===== src/rtl/eor_pkg.sv =====
// Shared types and constants for the edit offset remapper.
package eor_pkg;

	localparam int MaxEditsDefault = 64;
	localparam int DeltaW = 34;

	typedef enum logic [1:0] {
		OP_CLEAR  = 2'd0,
		OP_APPEND = 2'd1,
		OP_MAP    = 2'd2,
		OP_NONE   = 2'd3
	} op_t;

	typedef enum logic [1:0] {
		ST_OK      = 2'd0,
		ST_RANGE   = 2'd1,
		ST_OVERLAP = 2'd2,
		ST_FULL    = 2'd3
	} status_t;

	typedef struct packed {
		logic [1:0]  operation;
		logic [31:0] edit_start;
		logic [31:0] edit_end;
		logic [31:0] edit_length;
		logic [31:0] query_offset;
		logic        query_has_offset;
	} in_item_t;

	typedef struct packed {
		logic [1:0]  status;
		logic [31:0] mapped_offset;
		logic [31:0] new_size;
	} out_item_t;

	// Classified command handed from front to back.
	typedef struct packed {
		op_t         op;
		logic [31:0] edit_start;
		logic [31:0] edit_end;
		logic [31:0] edit_length;
		logic [31:0] offset;
		logic        range_bad;
	} cmd_t;

	// Clamp a signed 35-bit value to unsigned 32 bits.
	function automatic logic [31:0] clamp_u32(input logic signed [DeltaW:0] v);
		logic [31:0] r;
		if (v[DeltaW])
			r = 32'd0;
		else if (v[DeltaW-1:32] != '0)
			r = 32'hFFFF_FFFF;
		else
			r = v[31:0];
		return r;
	endfunction

endpackage


===== src/rtl/eor_front.sv =====
// Front end: accepts items, resolves map offsets and range checks, fills a queue.
module eor_front (
	input  logic                clk,
	input  logic                arst_n,
	input  logic [31:0]         original_size,
	input  logic                in_valid,
	output logic                in_ready,
	input  eor_pkg::in_item_t   in_data,
	output logic                cmd_valid,
	input  logic                cmd_ready,
	output eor_pkg::cmd_t       cmd_data
);

	// Two-entry queue.
	eor_pkg::cmd_t mem_q [2];
	logic          wr_q, rd_q;
	logic [1:0]    cnt_q;
	eor_pkg::cmd_t c;
	logic [31:0]   off;
	logic          push, pop;

	always_comb begin
		off = in_data.query_has_offset ? in_data.query_offset : original_size;
		if (off > original_size) off = original_size;
		c.op          = eor_pkg::op_t'(in_data.operation);
		c.edit_start  = in_data.edit_start;
		c.edit_end    = in_data.edit_end;
		c.edit_length = in_data.edit_length;
		c.offset      = off;
		c.range_bad   = (in_data.edit_start > in_data.edit_end) ||
		                (in_data.edit_end > original_size);
	end

	assign in_ready  = cnt_q != 2'd2;
	assign cmd_valid = cnt_q != 2'd0;
	assign cmd_data  = mem_q[rd_q];
	assign push      = in_valid && in_ready;
	assign pop       = cmd_valid && cmd_ready;

	always_ff @(posedge clk) begin
		if (push) mem_q[wr_q] <= c;
	end

	always_ff @(posedge clk or negedge arst_n) begin
		if (!arst_n) begin
			wr_q  <= 1'b0;
			rd_q  <= 1'b0;
			cnt_q <= 2'd0;
		end else begin
			if (push) wr_q <= ~wr_q;
			if (pop) rd_q <= ~rd_q;
			cnt_q <= cnt_q + {1'b0, push} - {1'b0, pop};
		end
	end

endmodule


===== config.mk =====
export PLATFORM = sky130hd
export DESIGN_NAME = eor_front
export DESIGN_NICKNAME = d
export VERILOG_FILES = /design/src/rtl/eor_pkg.sv /design/src/rtl/eor_front.sv
export SDC_FILE = /design/constraint.sdc
export NUM_CORES = 1
export LEC_CHECK = 0
export ABC_CLOCK_PERIOD_IN_PS = 9000
export BUFFER_PORTS_ARGS = -buffer_cell sky130_fd_sc_hd__buf_2
export CAP_MARGIN = 10
export CORE_MARGIN = 3
export CORE_UTILIZATION = 54
export DETAILED_ROUTE_END_ITERATION = 10
export PLACE_DENSITY = 0.83
export SLEW_MARGIN = 40
export SYNTH_ARGS = -nofsm -noshare
export SYNTH_HDL_FRONTEND = slang
export SYNTH_SLANG_ARGS = --single-unit

===== constraint.sdc =====
create_clock -name clk -period 9 [get_ports clk]
set_clock_uncertainty 0.15 [all_clocks]
set_input_delay 1.35 -clock clk [delete_from_list [all_inputs] [get_ports clk]]
set_output_delay 1.35 -clock clk [all_outputs]
set_load 0.05 [all_outputs]

==> flow_metrics.env <==
export IMPL_status="finished, final reports clean"
export IMPL_cap_violations=0
export IMPL_clock_root_buffer="clkbuf_16"
export IMPL_async_flop_share=0.0150
export IMPL_die_area_um2=25200
export IMPL_synth_fp_nets=1102
export IMPL_area_growth_pct=22.4
export IMPL_whs_ps=370
export IMPL_dp_slack_ps=4000
export IMPL_setup_tns_final_ps=0
export IMPL_post_route_util=0.678
export IMPL_syn_area_per_cell_um2=15.1
export IMPL_path_clk_slew_ps=60
export IMPL_syn_area_um2=12600
export IMPL_syn_inst=837
export IMPL_nets=1414
export IMPL_vias=8184
export IMPL_ctsResizeCount=0
export IMPL_cts_sinks=266
export IMPL_critPathLaunchType="input pin"
export IMPL_drc=0
export IMPL_place_gp_congestion=0.832
export IMPL_synth_cell_types=38
export IMPL_synth_edf_count=262
export IMPL_die_h_um=159
export IMPL_cts_setup_buffers=0
export IMPL_grt_max_degree=106
export IMPL_crit_path_start="in_data[0]"
export IMPL_fin_area_um2=15400
export IMPL_end_kind="flop"
export IMPL_place_port_buffers=299
export IMPL_yosysWarnings=0
export IMPL_antenna_found_initial=3
export IMPL_period_needed_ps=4430
export IMPL_cts_tree="built"
export IMPL_max_freq_mhz=226
export IMPL_vdd_drop_max_mv=0.172
export IMPL_fin_ws_ps=4570
export IMPL_worstMarginPinSlew_ps=723
export IMPL_fp_dieW_um=159
export IMPL_powerDensity_nw_per_um2=330
export IMPL_drtAntennaViolNets=0
export IMPL_placed_area_um2=14500
export IMPL_required_ps=9130
export IMPL_path_class="input pin to flop"
export IMPL_core_area_um2=22800
export IMPL_synth_compound_area_frac=0.0499
export IMPL_drv_slew=0
export IMPL_start_util=0.554
export IMPL_setup_viol=0
export IMPL_rsz0062_at_grt="false"
export IMPL_fillCellCount=1615
export IMPL_grt_pass1_vias=8441
export IMPL_synth_simple_area_share=0.0434
export IMPL_wl_um=29200
export IMPL_critPathCapture="mem_q[1][31]"
export IMPL_drive_gt1_frac=0.441
export IMPL_dr_pass1_iters=4
export IMPL_final_cell_mix="buf_2 (298), edfxtp_1 (262), mux2_2 (162)"
export IMPL_synth_fa_ha_area_frac=0.0972
export IMPL_p_leak_nw=6.36
export IMPL_grt_overflow_total=0
export IMPL_hold_viol=0
export IMPL_wire_per_inst_um=19.7
export IMPL_hold_start="cnt_q[1]"
export IMPL_numCtsBuffers=28
export IMPL_synthXorXnorAreaFrac=0.00278
export IMPL_reg2reg_slack_ps=6640
export IMPL_rr_worst_depth=5
export IMPL_vias_per_cell=5.51
export IMPL_drt_iter0_markers=422
export IMPL_cts_htree_levels=1
export IMPL_synth_mux_area_frac=0.146
export IMPL_ios=300
export IMPL_dp_hpwl_um=20900
export IMPL_clkLatencyLatePin_ps=540
export IMPL_fin_crit_sh=0.493
export IMPL_final_common_cell="buf_2"
export IMPL_ys_seq_area_frac=0.631
export IMPL_ys_flop_type="edfxtp_1"
export IMPL_reg2reg_from="cnt_q[1]"
export IMPL_worst_slew_margin_rel=0.518
export IMPL_grtUsageTotal=0.226
export IMPL_placementRows=55
export IMPL_synth_top_family_by_area="multiplexers"
export IMPL_cts_hold_buf=0
export IMPL_critical_path_max_fanout=63
export IMPL_rr_endpoint="mem_q[0][15]"
export IMPL_cts_path_max_buffers=3
export IMPL_ys_seq_elements=266
export IMPL_grt_first_pass_wirelength_um=45600
export IMPL_cp_data_arrival_time_ps=4560
export IMPL_hold_class="flop to flop"
cells in the mapped netlist (2+ instances only):
| master | count | area share |
|---|---|---|
| o211ai_1 | 6 | 0.0036 |
| nor2_1 | 5 | 0.0015 |
| dfrtp_1 | 4 | 0.0079 |
| a21oi_1 | 33 | 0.013 |
| clkbuf_1 | 17 | 0.0051 |
| and2_1 | 2 | 0.00099 |
| a211o_1 | 2 | 0.0014 |
| mux2i_1 | 2 | 0.0016 |
| xnor2_1 | 3 | 0.0021 |
| a211oi_1 | 3 | 0.0018 |
| nand4_1 | 19 | 0.0094 |
| nand2_1 | 50 | 0.015 |
| nor4_1 | 4 | 0.0020 |
| and4_1 | 3 | 0.0021 |
| buf_1 | 5 | 0.0015 |
| buf_6 | 3 | 0.0027 |
| nand2b_1 | 2 | 0.00099 |
| a21o_1 | 9 | 0.0054 |
| a221oi_1 | 5 | 0.0035 |
| nor3_1 | 3 | 0.0012 |
| ha_1 | 98 | 0.097 |
| edfxtp_1 | 262 | 0.62 |
| o21ai_0 | 38 | 0.015 |
| a2111oi_0 | 4 | 0.0028 |
| mux2_2 | 162 | 0.14 |
| inv_1 | 67 | 0.020 |
| nand3_1 | 12 | 0.0048 |
| nor2b_1 | 4 | 0.0020 |
registers in the layout, indices dropped and copies added, names as in the netlist:
name   count
cnt_q      2
mem_q    262
wr_q       1
rd_q       1
critical path: stages:
cell	delay (ps)
buf_4	440
o21ai_0	240
ha_1	360
nand4_1	200
nor4_1	580
nand2_1	180
a2bb2oi_4	370
buf_6	220
buf_8	190
mux2_2	370
where the power goes:
| part | switching [mW] | total [mW] | internal [mW] |
|---|---|---|---|
| combinational | 1.58 | 2.19 | 0.612 |
| clock | 0.459 | 1.12 | 0.657 |
| sequential | 0.0784 | 1.79 | 1.71 |
metal layers:
layer | vias to the layer above | global-route usage | share of wire
met2 | 316 | 0.380 | 0.49
met3 | 53 | 0.0344 | 0.059
met1 | 3983 | 0.302 | 0.42
met4 | 0 | 0.0756 | 0.031
met5 | - | 0 | 0
li1 | 3832 | - | -
metrics by stage:
stage / total power, mW / cells
6_report: 5.10 / 1486
5_1_grt: 5.30 / 1486
4_1_cts: 5.12 / 1481
3_5_place_dp: 3.99 / 1430
3_3_place_gp: 3.95 / 1427
2_1_floorplan: 3.52 / 837
worst min-delay path by stage:
stage / slack (ps) / end / cells after the start
after global routing: 390 / cnt_q[1] / 1
final: 370 / cnt_q[1] / 1
after detailed placement: 360 / cnt_q[1] / 1
after floorplan: 310 / cnt_q[1] / 1
after CTS: 370 / cnt_q[1] / 1
after global placement: 340 / cnt_q[1] / 1
final cells by class:
| cell class | count | area [um2] | share of cell area |
|---|---|---|---|
| multi-input cells | 479 | 4300 | 0.278 |
| inverters | 67 | 251 | 0.0163 |
| well taps | 313 | 392 | 0.0254 |
| clock inverters | 18 | 179 | 0.0116 |
| flip-flops and latches | 266 | 7970 | 0.516 |
| clock buffers | 33 | 719 | 0.0466 |
| diodes | 3 | 7.51 | 0.000486 |
| repair buffers | 307 | 1630 | 0.106 |
kinds of logic (layout without fill, tap and decap cells):
| group | Yosys count | count (layout) |
|---|---|---|
| xor+xnor | 4 | 4 |
| simple gates | 110 | 110 |
| mux | 164 | 164 |
| other cells | 0 | 3 |
| compound gates | 103 | 103 |
| flops | 266 | 266 |
| fa+ha+maj | 98 | 98 |
| buf+inv | 92 | 425 |
No activity file was read; power rests on OpenSTA's default activity.
